<file path="src/design/jdm_pkg.sv">
// Package: payload types, axis mapping constants and zone codes for the joystick mixer.
`timescale 1ns / 1ps

package jdm_pkg;

    // Input transfer: one raw joystick sample pair
    typedef struct packed {
        logic [11:0] stick_x;
        logic [11:0] stick_y;
    } in_t;

    // Output transfer: four wheel duties and the zone
    typedef struct packed {
        logic [7:0] right_forward_duty;
        logic [7:0] right_reverse_duty;
        logic [7:0] left_forward_duty;
        logic [7:0] left_reverse_duty;
        logic [2:0] zone;
    } out_t;

    // Mapped axis value, -255..255
    typedef logic signed [8:0] axis_t;

    // Axis break points
    localparam logic [11:0] SAMPLE_MIN = 12'd20;
    localparam logic [11:0] X_LO_EDGE  = 12'd1900;   // X center 2100 minus dead band
    localparam logic [11:0] X_HI_EDGE  = 12'd2300;
    localparam logic [11:0] Y_LO_EDGE  = 12'd2150;   // Y center 2350 minus dead band
    localparam logic [11:0] Y_HI_EDGE  = 12'd2550;
    localparam int unsigned AXIS_FULL_SCALE = 255;

    // Divisors of the linear maps
    localparam int unsigned X_LO_DIV = 1880;   // 1900 - 20
    localparam int unsigned X_HI_DIV = 1795;   // 4095 - 2300
    localparam int unsigned Y_LO_DIV = 2130;   // 2150 - 20
    localparam int unsigned Y_HI_DIV = 1545;   // 4095 - 2550

    // Scaled reciprocals ceil(2^32 / N); exact floor for any dividend below 2^20
    localparam int RECIP_SHIFT = 32;
    localparam int RECIP_W     = 22;
    localparam int PROD_W      = 20;
    localparam logic [RECIP_W-1:0] X_LO_RECIP =
        RECIP_W'(((64'd1 << RECIP_SHIFT) + 64'(X_LO_DIV) - 64'd1) / 64'(X_LO_DIV));
    localparam logic [RECIP_W-1:0] X_HI_RECIP =
        RECIP_W'(((64'd1 << RECIP_SHIFT) + 64'(X_HI_DIV) - 64'd1) / 64'(X_HI_DIV));
    localparam logic [RECIP_W-1:0] Y_LO_RECIP =
        RECIP_W'(((64'd1 << RECIP_SHIFT) + 64'(Y_LO_DIV) - 64'd1) / 64'(Y_LO_DIV));
    localparam logic [RECIP_W-1:0] Y_HI_RECIP =
        RECIP_W'(((64'd1 << RECIP_SHIFT) + 64'(Y_HI_DIV) - 64'd1) / 64'(Y_HI_DIV));

    // Turn threshold after reset
    localparam logic [7:0] THRESHOLD_RESET = 8'd60;

    // Zone codes
    localparam logic [2:0] ZONE_STOP       = 3'd0;
    localparam logic [2:0] ZONE_FWD_RIGHT  = 3'd1;
    localparam logic [2:0] ZONE_FWD_LEFT   = 3'd2;
    localparam logic [2:0] ZONE_BACK_LEFT  = 3'd3;
    localparam logic [2:0] ZONE_BACK_RIGHT = 3'd4;
    localparam logic [2:0] ZONE_FWD        = 3'd5;
    localparam logic [2:0] ZONE_BACK       = 3'd6;

endpackage

</file>
<file path="src/design/jdm_axis_map.sv">
// Dead band and linear mapping of both raw joystick axes onto -255..255.
`timescale 1ns / 1ps

module jdm_axis_map
(
    input  jdm_pkg::in_t   sample,
    output jdm_pkg::axis_t x,
    output jdm_pkg::axis_t y
);

    localparam int DW = 12;
    localparam int PW = jdm_pkg::PROD_W;
    localparam int RW = jdm_pkg::RECIP_W;
    localparam int MW = PW + RW;

    logic          x_floor;
    logic          x_lo;
    logic          x_hi;
    logic [DW-1:0] dx;
    logic [RW-1:0] rx;
    logic [PW-1:0] px;
    logic [MW-1:0] mx;
    logic [7:0]    qx;

    logic          y_lo;
    logic          y_hi;
    logic [DW-1:0] dy;
    logic [RW-1:0] ry;
    logic [PW-1:0] py;
    logic [MW-1:0] my;
    logic [8:0]    qy;

    // X: offset and divisor select for the active side
    always_comb
    begin
        x_floor = sample.stick_x < jdm_pkg::SAMPLE_MIN;
        x_lo    = sample.stick_x < jdm_pkg::X_LO_EDGE;
        x_hi    = sample.stick_x > jdm_pkg::X_HI_EDGE;
        if (x_lo)
        begin
            dx = sample.stick_x - jdm_pkg::SAMPLE_MIN;
            rx = jdm_pkg::X_LO_RECIP;
        end
        else
        begin
            dx = sample.stick_x - jdm_pkg::X_HI_EDGE;
            rx = jdm_pkg::X_HI_RECIP;
        end
        // d * 255 as shift and subtract, then divide by reciprocal multiply
        px = {dx, 8'd0} - {8'd0, dx};
        mx = MW'(px) * MW'(rx);
        qx = mx[jdm_pkg::RECIP_SHIFT +: 8];
    end

    // X: assemble signed value
    always_comb
    begin
        if (x_floor)
            x = -9'sd255;
        else if (x_lo)
            x = $signed({1'b0, qx}) - 9'sd255;
        else if (x_hi)
            x = $signed({1'b0, qx});
        else
            x = 9'sd0;
    end

    // Y: offset and divisor select for the active side
    always_comb
    begin
        y_lo = sample.stick_y < jdm_pkg::Y_LO_EDGE;
        y_hi = sample.stick_y > jdm_pkg::Y_HI_EDGE;
        if (y_lo)
        begin
            dy = jdm_pkg::Y_LO_EDGE - sample.stick_y;
            ry = jdm_pkg::Y_LO_RECIP;
        end
        else
        begin
            dy = sample.stick_y - jdm_pkg::Y_HI_EDGE;
            ry = jdm_pkg::Y_HI_RECIP;
        end
        py = {dy, 8'd0} - {8'd0, dy};
        my = MW'(py) * MW'(ry);
        qy = my[jdm_pkg::RECIP_SHIFT +: 9];
    end

    // Y: assemble signed value, low side saturates at -255
    always_comb
    begin
        if (y_lo)
        begin
            if (qy > 9'(jdm_pkg::AXIS_FULL_SCALE))
                y = -9'sd255;
            else
                y = 9'sd0 - $signed({1'b0, qy[7:0]});
        end
        else if (y_hi)
            y = $signed({1'b0, qy[7:0]});
        else
            y = 9'sd0;
    end

endmodule

</file>
<file path="src/design/jdm_zone_mix.sv">
// Zone selection and wheel duty mixing from the mapped axis pair.
`timescale 1ns / 1ps

module jdm_zone_mix
(
    input  jdm_pkg::axis_t x,
    input  jdm_pkg::axis_t y,
    input  logic [7:0]     turn_threshold,
    output jdm_pkg::out_t  result
);

    logic [7:0]       ax;
    logic [7:0]       ay;
    logic [7:0]       hi;
    logic [7:0]       lo;
    logic signed [8:0] t_pos;
    logic signed [8:0] t_neg;
    logic             fwd;
    logic [7:0]       left;
    logic [7:0]       right;
    logic [2:0]       zone;

    // Magnitudes and their max / min
    always_comb
    begin
        ax = x[8] ? 8'(9'sd0 - x) : x[7:0];
        ay = y[8] ? 8'(9'sd0 - y) : y[7:0];
        hi = (ax > ay) ? ax : ay;
        lo = (ax < ay) ? ax : ay;
        t_pos = $signed({1'b0, turn_threshold});
        t_neg = 9'sd0 - t_pos;
    end

    // Zone decision; y in its dead band stops both wheels
    always_comb
    begin
        fwd   = 1'b1;
        left  = 8'd0;
        right = 8'd0;
        zone  = jdm_pkg::ZONE_STOP;
        if (y != 9'sd0)
        begin
            fwd = !y[8];
            if (x > t_pos)
            begin
                zone  = fwd ? jdm_pkg::ZONE_FWD_RIGHT : jdm_pkg::ZONE_BACK_RIGHT;
                left  = hi;
                right = lo;
            end
            else if (x < t_neg)
            begin
                zone  = fwd ? jdm_pkg::ZONE_FWD_LEFT : jdm_pkg::ZONE_BACK_LEFT;
                left  = lo;
                right = hi;
            end
            else
            begin
                zone  = fwd ? jdm_pkg::ZONE_FWD : jdm_pkg::ZONE_BACK;
                left  = hi;
                right = hi;
            end
        end
    end

    // Steer duties to forward or reverse outputs
    always_comb
    begin
        result.right_forward_duty = fwd ? right : 8'd0;
        result.right_reverse_duty = fwd ? 8'd0 : right;
        result.left_forward_duty  = fwd ? left : 8'd0;
        result.left_reverse_duty  = fwd ? 8'd0 : left;
        result.zone               = zone;
    end

endmodule

</file>
<file path="src/design/joystick_differential_drive_mixer_top.sv">
// Top level: joystick differential drive mixer with input and result registers.
`timescale 1ns / 1ps

// Usage
//   Input channel (in_valid / in_stall / in_data) carries one raw X/Y sample
//   pair per transfer. Output channel (out_valid / out_stall / out_data) carries
//   the four wheel duties and the zone for that pair, in order.
//   cfg_we / cfg_data write the 8-bit turn threshold; write only while idle.
// Path: a sample accepted into the input register is mapped and mixed, then
//   captured in the result register that drives out_data.
// Throughput: one sample per cycle while out_stall is low. Each axis uses one 20x22
//   reciprocal multiplier between the two registers, which sets the clock limit.
// Reset: rst_n (asynchronous, active low) empties both stages and sets the
//   turn threshold to 60.
// Stall: while out_stall holds a waiting result, the input register still
//   takes one more sample; in_stall rises only once both stages are full,
//   and the waiting result stays unchanged.
module joystick_differential_drive_mixer_top
(
    input  logic          clk,
    input  logic          rst_n,
    input  logic          in_valid,
    output logic          in_stall,
    input  jdm_pkg::in_t  in_data,
    output logic          out_valid,
    input  logic          out_stall,
    output jdm_pkg::out_t out_data,
    input  logic          cfg_we,
    input  logic [7:0]    cfg_data
);

    logic           s1_valid_reg;
    logic           s1_valid_next;
    jdm_pkg::in_t   s1_data_reg;
    logic           s2_valid_reg;
    logic           s2_valid_next;
    jdm_pkg::out_t  s2_data_reg;
    logic [7:0]     threshold_reg;
    logic           s2_load;
    logic           s1_load;
    jdm_pkg::axis_t x;
    jdm_pkg::axis_t y;
    jdm_pkg::out_t  mixed;

    // Pipeline advance
    always_comb
    begin
        s2_load       = !s2_valid_reg || !out_stall;
        s1_load       = !s1_valid_reg || s2_load;
        in_stall      = !s1_load;
        s1_valid_next = s1_load ? in_valid : s1_valid_reg;
        s2_valid_next = s2_load ? s1_valid_reg : s2_valid_reg;
    end

    // Control registers
    always_ff @(posedge clk or negedge rst_n)
    begin
        if (!rst_n)
        begin
            s1_valid_reg  <= 1'b0;
            s2_valid_reg  <= 1'b0;
            threshold_reg <= jdm_pkg::THRESHOLD_RESET;
        end
        else
        begin
            s1_valid_reg <= s1_valid_next;
            s2_valid_reg <= s2_valid_next;
            if (cfg_we)
                threshold_reg <= cfg_data;
        end
    end

    // Payload registers
    always_ff @(posedge clk)
    begin
        if (s1_load && in_valid)
            s1_data_reg <= in_data;
        if (s2_load && s1_valid_reg)
            s2_data_reg <= mixed;
    end

    jdm_axis_map u_axis_map
    (
        .sample (s1_data_reg),
        .x      (x),
        .y      (y)
    );

    jdm_zone_mix u_zone_mix
    (
        .x              (x),
        .y              (y),
        .turn_threshold (threshold_reg),
        .result         (mixed)
    );

    assign out_valid = s2_valid_reg;
    assign out_data  = s2_data_reg;

endmodule
</file>
<file path="config.mk">
export PLATFORM = sky130hd
export DESIGN_NAME = joystick_differential_drive_mixer_top
export DESIGN_NICKNAME = d
export VERILOG_FILES = /design/src/design/jdm_pkg.sv /design/src/design/jdm_axis_map.sv /design/src/design/jdm_zone_mix.sv /design/src/design/joystick_differential_drive_mixer_top.sv
export SDC_FILE = /design/constraint.sdc
export NUM_CORES = 1
export LEC_CHECK = 0
export BUFFER_PORTS_ARGS = -buffer_cell sky130_fd_sc_hd__buf_4
export CAP_MARGIN = 25
export CORE_MARGIN = 2
export CORE_UTILIZATION = 45
export DETAILED_ROUTE_END_ITERATION = 6
export PLACE_DENSITY = 0.64
export SLEW_MARGIN = 20
export SYNTH_ARGS = -nofsm -noshare
export SYNTH_HDL_FRONTEND = slang
export SYNTH_HIERARCHICAL = 1
export SYNTH_SLANG_ARGS = --single-unit
</file>
<file path="constraint.sdc">
create_clock -name clk -period 26.4 [get_ports clk]
set_input_delay 1.32 -clock clk [delete_from_list [all_inputs] [get_ports clk]]
set_output_delay 1.32 -clock clk [all_outputs]
set_load 0.01 [all_outputs]
</file>
# Yosys cells after proc, flatten, opt, wreduce, memory -nomap -nowiden
# Cells that the tools add are included.
# Widths: inputs -> output; s select.
# totals
inputBits	37
regBits	69
wordCells	68
output_inout_bits	37
# op_classes
n_addsub	11
n_reduce_logical	10
multipliers	2
magnitude_cmp	10
mux	25
# op_table
cell	n
$mux 8	11
$mul 20x22->41	1
$mul 20x22->40	1
$sub 20x12->20	2
$mux 9	4
$gt 12x12->1 const B	2
$mux 12	2
$sub 12x12->12 const B	2
$mux 22	1
$mux 19	1
$sub 1x8->9 const A	2
$sub 1x8->8 const A	2
$lt 12x11->1 const B	1
$lt 12x12->1 const B	1
$lt 12x5->1 const B	1
$sub 12x12->12 const A	1
$sub 12x5->12 const B	1
$gt 9x8->1 const B	1
$gt 9x9->1	1
$lt 9x9->1	1
$mux 3	3
$reduce_bool 9->1	1
$sub 8x8->9 const B	1
$gt 8x8->1	1
other kinds (6)	13

# Depth between registers and ports, before layout
# Gate-level depths: netlist of run 1.
# logic_depth
depth_word	14
depth_mapped	60
mapped_depth_nobuf	56

# Cells and area by module
# The synthesis of run 1 kept the hierarchy.
# modules_own_cells
mod	area_per_inst_um2	cells_per_inst	seq_area_each_um2	n_inst
jdm_axis_map	21956.1	2465	0.0	1
joystick_differential_drive_mixer_top	2194.6	84	2026.9	1
jdm_zone_mix	1503.9	210	0.0	1

# Worst setup path before layout of run 1
# No wires, ideal clock.
# synth_path
path_type	reg-to-reg
startpoint	register s1_data_reg[0] in the netlist's numbering
endpoint	register s2_data_reg, in the netlist out_data[16], data pin
t_arrival_ns	13.125
setup_time_ns	0.255
path_buffers	4
path_stages_with_launch	58
required_ns	26.145
period_less_slack_ns	13.380
slack_ns	13.020
path_cell_list	edfxtp_1 > clkbuf_1 > inv_1 > ha_1 > nand4bb_1 > or4_1 > buf_2 > o21ai_1 > clkbuf_1 > o22ai_1 > xor2_1 > ha_1 > a21o_1 > a21oi_1 > nor2b_1 > nor4_1 > nor4b_1 > xor2_1 > [22 not listed] > nor4b_1 > nand4_1 > o21ai_1 > o221ai_1 > nor2_1 > nand3_1 > o21ai_0 > xnor2_1 > inv_1 > ha_1 > a21oi_1 > o21ai_0 > o21ai_0 > a21bo_2 > mux2i_1 > buf_6 > mux2_4 > and2_1
# synth_via
elab_chain_len	14
word_cells_on_any_way	25
cone_classes	add/sub (5); mul (1); order compare (5); mux (12); reduce/logical (2)
# synth_rtl
element	line	rtl
start: declaration	joystick_differential_drive_mixer_top.sv:34	jdm_pkg::in_t s1_data_reg;
start signal: assignment	joystick_differential_drive_mixer_top.sv:77	s1_data_reg <= in_data;
$sub 12x12->12, or another cell as far along	jdm_axis_map.sv:80	dy = sample.stick_y - jdm_pkg::Y_HI_EDGE;
$mux 12	jdm_axis_map.sv:73	if (y_lo)
$sub 20x12->20	jdm_axis_map.sv:83	py = {dy, 8'd0} - {8'd0, dy};
$mul 20x22->41	jdm_axis_map.sv:84	my = MW'(py) * MW'(ry);
$sub 1x8->9 / $gt 9x8->1 (equally long branches)	jdm_axis_map.sv:96, jdm_axis_map.sv:93	
$mux 9	jdm_axis_map.sv:93	if (qy > 9'(jdm_pkg::AXIS_FULL_SCALE))
$mux 9 *	jdm_axis_map.sv:91	if (y_lo)
net y[2]	joystick_differential_drive_mixer_top.sv:42	jdm_pkg::axis_t y;
$sub 1x8->8	jdm_zone_mix.sv:27	ay = y[8] ? 8'(9'sd0 - y) : y[7:0];
$mux 8	jdm_zone_mix.sv:27	
$gt 8x8->1 / $lt 8x8->1 (equally long branches)	jdm_zone_mix.sv:28, jdm_zone_mix.sv:29	
$mux 8, on equally long branches	jdm_zone_mix.sv:28, jdm_zone_mix.sv:29	
$mux 8	jdm_zone_mix.sv:50	else if (x < t_neg)
$mux 8	jdm_zone_mix.sv:44	if (x > t_pos)
$mux 8	jdm_zone_mix.sv:41	if (y != 9'sd0)
end signal: assignment	joystick_differential_drive_mixer_top.sv:79	s2_data_reg <= mixed;
end: declaration	joystick_differential_drive_mixer_top.sv:37	jdm_pkg::out_t s2_data_reg;
# Mark *: on every way through the listed nets, which the timed path passes. The rest lies on a longest branch.
# A chain may end at the register's enable or synchronous reset.

# Worst setup path in the final report of run 1
# layout_path
startpoint	register s1_data_reg[0] in the netlist's numbering
endpoint	register s2_data_reg, in the netlist out_data[20], data pin
# layout_via
word_cells_on_any_way	24
cone_classes	add/sub (5); mul (1); order compare (5); mux (11); reduce/logical (2)
# layout_lines
element	line
$sub 12x12->12, or another cell as far along	jdm_axis_map.sv:80
$mux 12	jdm_axis_map.sv:73
$sub 20x12->20	jdm_axis_map.sv:83
$mul 20x22->41	jdm_axis_map.sv:84
$sub 1x8->9 / $gt 9x8->1 (equally long branches)	jdm_axis_map.sv:96, jdm_axis_map.sv:93
$mux 9	jdm_axis_map.sv:93
$mux 9 *	jdm_axis_map.sv:91
net y[8]	joystick_differential_drive_mixer_top.sv:42
$mux 8	jdm_zone_mix.sv:27
$gt 8x8->1 / $lt 8x8->1 (equally long branches)	jdm_zone_mix.sv:28, jdm_zone_mix.sv:29
$mux 8, on equally long branches	jdm_zone_mix.sv:28, jdm_zone_mix.sv:29
$mux 8	jdm_zone_mix.sv:44
$mux 8	jdm_zone_mix.sv:41
# Marked as above.

==> results of run 1 <==
[final timing paths]
| path | from | depth (start not counted) | slack, ps | end |
|---|---|---|---|---|
| worst max-delay path | s1_data_reg[0]$_DFFE_PP_ | 47 | 11060 | out_data[20]$_DFFE_PP_ |
| worst min-delay path | s1_valid_reg$_DFFE_PN0P_ | 1 | 510 | out_valid$_DFFE_PN0P_ |
| worst max register to register | s1_data_reg[0]$_DFFE_PP_ | 47 | 11060 | out_data[20]$_DFFE_PP_ |
| worst min register to register | s1_valid_reg$_DFFE_PN0P_ | 1 | 510 | out_valid$_DFFE_PN0P_ |
| max in group asynchronous | rst_n | 1 | 25380 | threshold_reg[4]$_DFFE_PN1P_ |
| min in group asynchronous | rst_n | 1 | 800 | s1_valid_reg$_DFFE_PN0P_ |
[cell usage after synthesis, drive strengths merged, types with 7 or more instances]
| master | instances |
|---|---|
| a211oi | 29 |
| a21o | 22 |
| a21oi | 86 |
| a31o | 7 |
| a31oi | 14 |
| and2 | 29 |
| and3 | 11 |
| buf | 11 |
| clkbuf | 49 |
| edfxtp | 59 |
| fa | 436 |
| ha | 455 |
| inv | 767 |
| mux2 | 14 |
| mux2i | 20 |
| nand2 | 139 |
| nand2b | 23 |
| nand3 | 35 |
| nand4 | 34 |
| nor2 | 107 |
| nor2b | 10 |
| nor3 | 36 |
| nor4 | 11 |
| o2111ai | 8 |
| o211ai | 15 |
| o21a | 7 |
| o21ai | 82 |
| o21bai | 7 |
| o221ai | 7 |
| o22ai | 7 |
| o31ai | 9 |
| or2 | 10 |
| or3 | 13 |
| or4 | 7 |
| xnor2 | 63 |
| xor2 | 29 |
[cell type report]
cell class,instances,area [µm²]
multi-input cells,1897,20700
flip-flops and latches,69,2030
clock buffers,9,225
clock inverters,7,105
repair buffers,88,682
well taps,756,946
fillers,5368,28900
inverters,768,2880
[metal layers]
| metal | global-route usage (%) | up-vias |
|---|---|---|
| met2 | 40.0 | 628 |
| met1 | 33.9 | 9407 |
| met3 | 1.58 | 105 |
| met4 | 6.37 | 0 |
| met5 | 0 | - |
| li1 | - | 8945 |
[logic make-up (layout without fill, tap and decap cells)]
kind of cell / Yosys count / count (layout)
flip-flops: 69 / 69
AND/OR/NAND/NOR: 487 / 487
multiplexers: 34 / 34
XOR/XNOR: 93 / 93
other: 2 / 37
adder cells (fa/ha/maj): 891 / 891
AO/OA/AOI/OAI: 355 / 355
buffers and inverters: 828 / 872
[stage by stage]
stage               util, %  instance area [µm²]  worst slack [ps]  instances
floorplan                 -                25800             13020       2794
global placement       48.2                27200             11310       3575
detailed placement     48.2                27200             11400       3576
CTS                    48.8                27500             11290       3592
global route           48.8                27500              9960       3594
finish                 48.8                27500             11060       3594
==> out/qor.csv, run 1 <==
stage;metric;value;unit
synth;Post-synth top flop;edfxtp_1;
synth;ranking of synthesized cells by area;fa_1 (34%), ha_1 (22%), inv_1 (11%);
synth;synth warn;6;
status;status;completed;
grt;initial antenna violation count;0;
drt;# DRC;0;
synth;Simple-Gate Fraction of Synth Area;9.52;%
worst_setup_path;Data arrival, critical path;15490;ps
worst_setup_path;Critical Path Sink Type;register;
drt;via count;19085;
clocking;clock buffer count from CTS;9;
sta;Worst-Margin Slew;1020;ps
layout;most frequent cells in the layout;inv_1 (757), ha_1 (455), fa_1 (436), nand2_1 (138), nor2_1 (107);
grt;largest net degree at the start of global routing;41;
sta;Final Hold Vio Count;0;
drt;Pre-antenna DRT Iters;5;
synth;Seq cells post-synth;69;
drt;Routed met2 length;32.3;mm
synth;main combinational cell family by area after synthesis;adder cells;
floorplan;Die X;243;µm
synth;sequential area share after synthesis;7.90;%
floorplan;overall die height;243;µm
synth;instance count of the mapped netlist;2759;
drt;met1 wire length;30.5;mm
sta;Setup TNS Final;0;ps
layout;area growth from synthesis to layout;7.32;%
flow_run;max-capacitance violation count;0;
synth;Mapped Area;0.0257;mm²
sta;fin crit share;58.1;%
synth;mux share of post-synthesis cell area;1.53;%
grt;remaining global-route overflow;0;
worst_setup_path;cell mode on critical path;ha_1;
floorplan;die area;0.0589;mm²
worst_setup_path;crit-path max cell delay;640;ps
sta;RSZ-0062 raised after global routing;false;
synth;complex-gate fraction of the synthesized area;9.33;%
worst_setup_path;Buf/Inv on CP;6;
sta;final setup vio count;0;
grt;GRT Overall Usage;24.0;%
drt;DR WL/cell;19.0;µm
clocking;post-cts sizing count;0;
clocking;maximum level of the CTS H-tree;3;
drt;final WL;68.2;mm
clocking;CTS Sinks;69;
synth;largest area contributor in the netlist;fa_1;
grt;first-pass GRT wire length;112;mm
clocking;Clock Path Buffers;2;
drt;routed vias/inst;5.31;
floorplan;core area;0.0564;mm²
drt;Final ANT Viol Nets;0;
clocking;Hold-fix buffers, CTS;0;
worst_setup_path;Max stage delay cell, worst path;edfxtp_1;
clocking;Worst-Skew Late Latency;340;ps
synth;Post-synth EDFFs;59;
drt;uppermost layer routed;met4;
layout;share of layout cells above drive strength 1;6.13;%
synth;Synth Area in Adders;56.2;%
layout;number of flip-flops under the largest register name;35;
synth;Synth Area in XOR/XNOR;3.26;%
sta;Slew Viols, Final;0;
worst_setup_path;cell family with most CP delay;adder cells;
grt;vias in the first global route;20645;
layout;Final #Nets;3761;
drt;routed wl met3;3.44;mm
floorplan;FP Rows;87;
synth;ys async rst share;14.5;%
floorplan;# IOs;74;
layout;most common cell after layout, fill and taps aside;inv_1;
clocking;clk slew on worst S/H paths;60;ps
sta;Hold Slack;511;ps
place;Final Wtd Congestion;1.00;
clocking;CTS tree;yes;
clocking;postcts setup bufs;0;
min_path;HP Class;register to register;
synth;share of the synthesized area in the top cell type;34.0;%
sta;Tmin final;15340;ps
synth;Cell variety after synth;90;
sta;relative slew slack;32.0;%
clocking;Root Buffer;clkbuf_16;
drt;DRT iter0 DRCs;1174;
sta;Final Skew;8.67;ps
place;HPWL Detailed;61.2;mm
layout;diode count;0;
worst_setup_path;CP Data Required Time;26550;ps
sta;FMAX;65.2;MHz
place;port bufs;73;
worst_setup_path;CP Class;register to register;
worst_setup_path;Worst Setup Start Kind;register;
worst_setup_path;maximum fanout along the worst path;28;
synth;Avg Cell Area, Syn;9.30;µm²
floorplan;Starting Density;45.5;%
Power of run 1 is left out: the tool's default activity adds up to more than one toggle a clock period on the data nets, which glitch-free logic cannot reach.
==> inputs of run 2 (changes only) <==
==> constraint.sdc (replaced) <==
create_clock -name clk -period 15.9 [get_ports clk]
set_input_delay 0.795 -clock clk [delete_from_list [all_inputs] [get_ports clk]]
set_output_delay 0.795 -clock clk [all_outputs]
set_load 0.01 [all_outputs]
==> run 2 against run 1 <==
Compared with the run above: design area is 0.28% higher; cell count up 0.25%; sequential cell count unchanged; register-to-register slack lost 10000 ps; clock-buffer cell count is 1 higher; critical path depth rose by 6; non-clock buffer count up 9; setup slack lost 10000 ps; clock skew decreased by 2.8 ps; via count rose by 0.16%; sequential share of layout area hardly changed; first-iteration DRC count fell by 10%.
==> out/qor.csv, run 2 (synthesis results as in run 1) <==
stage;metric;value;unit;change
status;status;completed;;
drt;routed vias/inst;5.31;;about the same
sta;Setup TNS Final;0;ps;unchanged
grt;largest net degree at the start of global routing;41;;unchanged
drt;DRT iter0 DRCs;1057;;-10%
layout;sequential cell area;0.00203;mm²;unchanged
floorplan;FP Rows;87;;unchanged
clocking;Clock Path Buffers;2;;unchanged
place;port bufs;73;;unchanged
grt;grt peak-use layer;met2;;
layout;area growth from synthesis to layout;7.62;%;
sta;FMAX;67.1;MHz;+2.9%
place;HPWL Detailed;60.4;mm;-1.4%
clocking;CTS Sinks;69;;unchanged
worst_setup_path;CP Data Required Time;15990;ps;-10560 ps
drt;Final ANT Viol Nets;0;;unchanged
worst_setup_path;cell family with most CP delay;adder cells;;
worst_setup_path;crit-path max cell delay;650;ps;about the same
worst_setup_path;Worst Setup Start Kind;register;;
clocking;Root Buffer;clkbuf_16;;
layout;number of flip-flops under the largest register name;35;;unchanged
drt;DR WL/cell;18.8;µm;-1.1%
floorplan;# IOs;74;;unchanged
clocking;maximum level of the CTS H-tree;3;;unchanged
drt;via count;19115;;+0.16%
sta;Final Hold Vio Count;0;;unchanged
worst_setup_path;Data arrival, critical path;14990;ps;-500 ps
worst_setup_path;Max stage delay cell, worst path;or4_1;;
worst_setup_path;Reg2Reg Depth;53;;+13%
sta;relative slew slack;35.5;%;+3.4 points
worst_setup_path;Buf/Inv on CP;7;;+1
layout;# fillers;5374;;+0.11%
grt;remaining global-route overflow;0;;unchanged
drt;# DRC;0;;unchanged
sta;Tmin final;14900;ps;-437 ps
sta;Slew Viols, Final;0;;unchanged
clocking;Worst-Skew Late Latency;340;ps;about the same
drt;final WL;67.6;mm;-0.89%
min_path;HP Class;input port to async pin;;
floorplan;core area;0.0564;mm²;unchanged
clocking;CTS tree;yes;;
clocking;postcts setup bufs;0;;unchanged
sta;fin crit share;93.7;%;+36 points
sta;Final Skew;5.89;ps;-2.79 ps
layout;Final #Nets;3770;;+0.24%
grt;met2 usage;39.7;%;-0.29 points
worst_setup_path;WP depth;53;;+13%
layout;share of layout cells above drive strength 1;6.53;%;+0.40 points
worst_setup_path;FF-to-FF End;out_data[15]$_DFFE_PP_;;
grt;vias in the first global route;20550;;-0.46%
grt;first-pass GRT wire length;111;mm;-1.3%
layout;diode count;0;;unchanged
floorplan;Starting Density;45.5;%;unchanged
grt;met3 Use GR;2.02;%;+0.44 points
layout;most frequent cells in the layout;inv_1 (757), ha_1 (455), fa_1 (436), nand2_1 (138), nor2_1 (106);;
grt;initial antenna violation count;0;;unchanged
drt;Pre-antenna DRT Iters;5;;unchanged
sta;Worst-Margin Slew;962;ps;-57.5 ps
flow_run;max-capacitance violation count;0;;unchanged
layout;most common cell after layout, fill and taps aside;inv_1;;
sta;Hold Slack;273;ps;-237 ps
clocking;clk slew on worst S/H paths;60;ps;about the same
worst_setup_path;maximum fanout along the worst path;15;;-46%
grt;GRT Overall Usage;23.8;%;-0.24 points
worst_setup_path;CP Class;register to register;;
place;Final Wtd Congestion;0.978;;-2.3%
clocking;clock buffer count from CTS;9;;unchanged
floorplan;die area;0.0589;mm²;unchanged
layout;area of the multi-input gates;0.0207;mm²;+0.16%
worst_setup_path;worst r2r src;s1_data_reg[0]$_DFFE_PP_;;
sta;post-route setup slack;1000;ps;-10060 ps
grt;met1 GRT Util;33.1;%;-0.78 points
floorplan;overall die height;243;µm;unchanged
floorplan;Die X;243;µm;unchanged
sta;RSZ-0062 raised after global routing;false;;
sta;final setup vio count;0;;unchanged
worst_setup_path;R2R setup slack;1000;ps;-10060 ps
place;dpl ws;629;ps;-10770 ps
worst_setup_path;Critical Path Sink Type;register;;
[run 2: worst max path at each step]
stage                                   from                endpoint  slack, ps
CTS                 s1_data_reg[0]$_DFFE_PP_  out_data[20]$_DFFE_PP_        530
global route        s1_data_reg[0]$_DFFE_PP_  out_data[28]$_DFFE_PP_         40
finish              s1_data_reg[0]$_DFFE_PP_  out_data[15]$_DFFE_PP_       1000
detailed placement  s1_data_reg[0]$_DFFE_PP_  out_data[20]$_DFFE_PP_        630
floorplan           s1_data_reg[0]$_DFFE_PP_  out_data[16]$_DFFE_PP_       2520
global placement    s1_data_reg[0]$_DFFE_PP_  out_data[20]$_DFFE_PP_       1050
[run 2: layout make-up]
cell class                      count  area share [%]
Multi-Input combinational cell   1897            75.0
Inverter                          768            10.4
Sequential cell                    69            7.34
Tap cell                          756            3.43
Timing Repair Buffer               97            2.71
Clock buffer                       10           0.866
Clock inverter                      6           0.254
[run 2: layer usage]
metal	up-vias	part of all wire [%]
li1	8961	-
met1	9508	45
met2	541	47
met3	105	4.6
met4	0	2.9
met5	-	0
[run 2: timing repair]
item / 4_1_cts / 5_1_grt
setup endpoints to repair: 0 / 29
hold endpoints to repair: 0 / 0
resized for setup: 0 / 5
hold buffers: 0 / 0
[run 2: metrics by stage]
| step | instance area (µm²) | utilization (%) | std cells |
|---|---|---|---|
| after floorplan | 25800 | - | 2794 |
| after global placement | 27200 | 48.3 | 3585 |
| after detailed placement | 27200 | 48.3 | 3585 |
| after CTS | 27500 | 48.8 | 3601 |
| after global routing | 27600 | 49.0 | 3603 |
| final | 27600 | 49.0 | 3603 |
Power of run 2 is left out for the same reason.
==> inputs of run 3 (changes only) <==
--- a/config.mk
+++ b/config.mk
@@ -10,7 +10,6 @@
 export CORE_MARGIN = 2
 export CORE_UTILIZATION = 45
 export DETAILED_ROUTE_END_ITERATION = 6
-export PLACE_DENSITY = 0.64
 export SLEW_MARGIN = 20
 export SYNTH_ARGS = -nofsm -noshare
 export SYNTH_HDL_FRONTEND = slang
==> constraint.sdc (replaced) <==
create_clock -name clk -period 15.45 [get_ports clk]
set_input_delay 0.7725 -clock clk [delete_from_list [all_inputs] [get_ports clk]]
set_output_delay 0.7725 -clock clk [all_outputs]
set_load 0.01 [all_outputs]
==> run 3 against run 2 <==
Compared with the run above: highest routed layer unchanged; critical path depth unchanged; first-iteration DRC count up 13%; sequential share of layout area about the same; utilization up 0.15 points; register-to-register slack worse by 200 ps; worst hold slack worse by 17 ps; critical endpoint is now out_data[13]$_DFFE_PP_; setup slack worse by 200 ps; clock-buffer cell count down 1; cell count up 0.19%; maximum frequency up 1.7%; via count down 0.41%; routed wire length up 1.1%.
==> out/qor.csv, run 3 (synthesis results as in run 1) <==
stage;metric;value;unit;change
clocking;clk slew on worst S/H paths;60;ps;about the same
clocking;Worst-Skew Late Latency;340;ps;about the same
drt;DR WL/cell;18.9;µm;+0.90%
clocking;Root Buffer;clkbuf_16;;
clocking;CTS Sinks;69;;unchanged
min_path;HP Class;input port to async pin;;
clocking;CTS tree;yes;;
sta;Tmin final;14650;ps;-254 ps
sta;Worst-Margin Slew;921;ps;-40.5 ps
drt;DRT iter0 DRCs;1191;;+13%
grt;initial antenna violation count;0;;unchanged
sta;FMAX;68.3;MHz;+1.7%
status;status;completed;;
floorplan;core area;0.0564;mm²;unchanged
clocking;maximum level of the CTS H-tree;3;;unchanged
sta;Slew Viols, Final;0;;unchanged
drt;final WL;68.4;mm;+1.1%
drt;via count;19036;;-0.41%
layout;most common cell after layout, fill and taps aside;inv_1;;
layout;fin util;49.1;%;+0.15 points
worst_setup_path;CP Data Required Time;15540;ps;-450 ps
worst_setup_path;crit-path max cell delay;560;ps;-90 ps
flow_run;max-capacitance violation count;0;;unchanged
layout;diode count;0;;unchanged
floorplan;Die X;243;µm;unchanged
worst_setup_path;Worst Setup Start Kind;register;;
floorplan;FP Rows;87;;unchanged
grt;GRT Overall Usage;24.2;%;+0.44 points
layout;area growth from synthesis to layout;7.94;%;
place;Final Wtd Congestion;0.964;;-1.4%
floorplan;Starting Density;45.5;%;unchanged
floorplan;overall die height;243;µm;unchanged
sta;final setup vio count;0;;unchanged
worst_setup_path;maximum fanout along the worst path;15;;unchanged
place;HPWL Detailed;61.2;mm;+1.4%
worst_setup_path;Critical Path Sink Type;register;;
drt;Final ANT Viol Nets;0;;unchanged
worst_setup_path;R2R setup slack;800;ps;-200 ps
clocking;Clock Path Buffers;2;;unchanged
layout;Final #Nets;3777;;+0.19%
floorplan;# IOs;74;;unchanged
sta;Final Skew;10.9;ps;+5.05 ps
layout;# fillers;5422;;+0.89%
clocking;clock buffer count from CTS;9;;unchanged
grt;largest net degree at the start of global routing;41;;unchanged
worst_setup_path;Data arrival, critical path;14740;ps;-250 ps
sta;Final Hold Vio Count;0;;unchanged
layout;share of layout cells above drive strength 1;6.83;%;+0.30 points
grt;first-pass GRT wire length;113;mm;+1.7%
drt;routed vias/inst;5.27;;-0.61%
worst_setup_path;CP Class;register to register;;
grt;remaining global-route overflow;0;;unchanged
layout;most frequent cells in the layout;inv_1 (757), ha_1 (455), fa_1 (436), nand2_1 (138), nor2_1 (106);;
layout;number of flip-flops under the largest register name;35;;unchanged
grt;vias in the first global route;20623;;+0.36%
place;port bufs;73;;unchanged
drt;# DRC;0;;unchanged
worst_setup_path;Max stage delay cell, worst path;fa_1;;
sta;fin crit share;94.8;%;+1.1 points
drt;Pre-antenna DRT Iters;5;;unchanged
sta;relative slew slack;38.6;%;+3.1 points
floorplan;die area;0.0589;mm²;unchanged
==> run 3: stage by stage <==
| stage | std cells | TNS [ps] | hold slack (ps) | instance area, µm² | worst slack (ps) |
|---|---|---|---|---|---|
| global placement | 3589 | 0 | 463 | 27300 | 617 |
| detailed placement | 3589 | 0 | 472 | 27300 | 77.1 |
| floorplan | 2794 | 0 | 442 | 25800 | 2070 |
| finish | 3610 | 0 | 257 | 27700 | 804 |
| CTS | 3605 | 0 | 245 | 27600 | 103 |
| global route | 3610 | -51.7 | 254 | 27700 | -14.8 |
==> run 3: worst paths after layout <==
check                                              start                      endpoint  depth (start not counted)
worst max-delay path            s1_data_reg[0]$_DFFE_PP_        out_data[13]$_DFFE_PP_                         53
worst min-delay path                               rst_n         out_valid$_DFFE_PN0P_                          1
worst max register to register  s1_data_reg[0]$_DFFE_PP_        out_data[13]$_DFFE_PP_                         53
worst min register to register  s1_valid_reg$_DFFE_PN0P_         out_valid$_DFFE_PN0P_                          1
max in group asynchronous                          rst_n  threshold_reg[5]$_DFFE_PN1P_                          1
min in group clk                s1_valid_reg$_DFFE_PN0P_         out_valid$_DFFE_PN0P_                          1
==> run 3: critical path: cells and delay by family (launching register included) <==
| kind | cells | cell delay [ps] |
|---|---|---|
| AOI/OAI and AO/OA | 17 | 4210 |
| xor gates and xnor gates | 4 | 1210 |
| adders and majority gates | 12 | 4880 |
| buffers and inverters | 7 | 690 |
| DFF | 1 | 550 |
| muxes | 2 | 520 |
| and+or+nand+nor | 11 | 2320 |
==> run 3: repair_timing <==
item,in CTS,in global routing
buffers inserted,0,4
pin swaps,0,1
gates resized for setup,1,8
hold buffers,0,0
endpoints found under the setup margin,4,32
==> run 3: final cells by class <==
cell class | instances | area, µm² | area share (%)
multi-input combinational | 1897 | 20700 | 74.8
timing repair buffer | 104 | 801 | 2.89
sequential | 69 | 2030 | 7.32
tap | 756 | 946 | 3.42
clock inverter | 7 | 97.6 | 0.352
inverter | 768 | 2880 | 10.4
clock buffer | 9 | 225 | 0.813
==> run 3: layer usage <==
metal  track usage, %  part of all wire (%)  up-vias
met5                0                     0        -
met1             35.2                    47     9536
met3             2.74                   5.0       53
li1                 -                     -     8981
met2             39.4                    46      466
met4             3.93                   1.4        0
Power of run 3 is left out for the same reason.
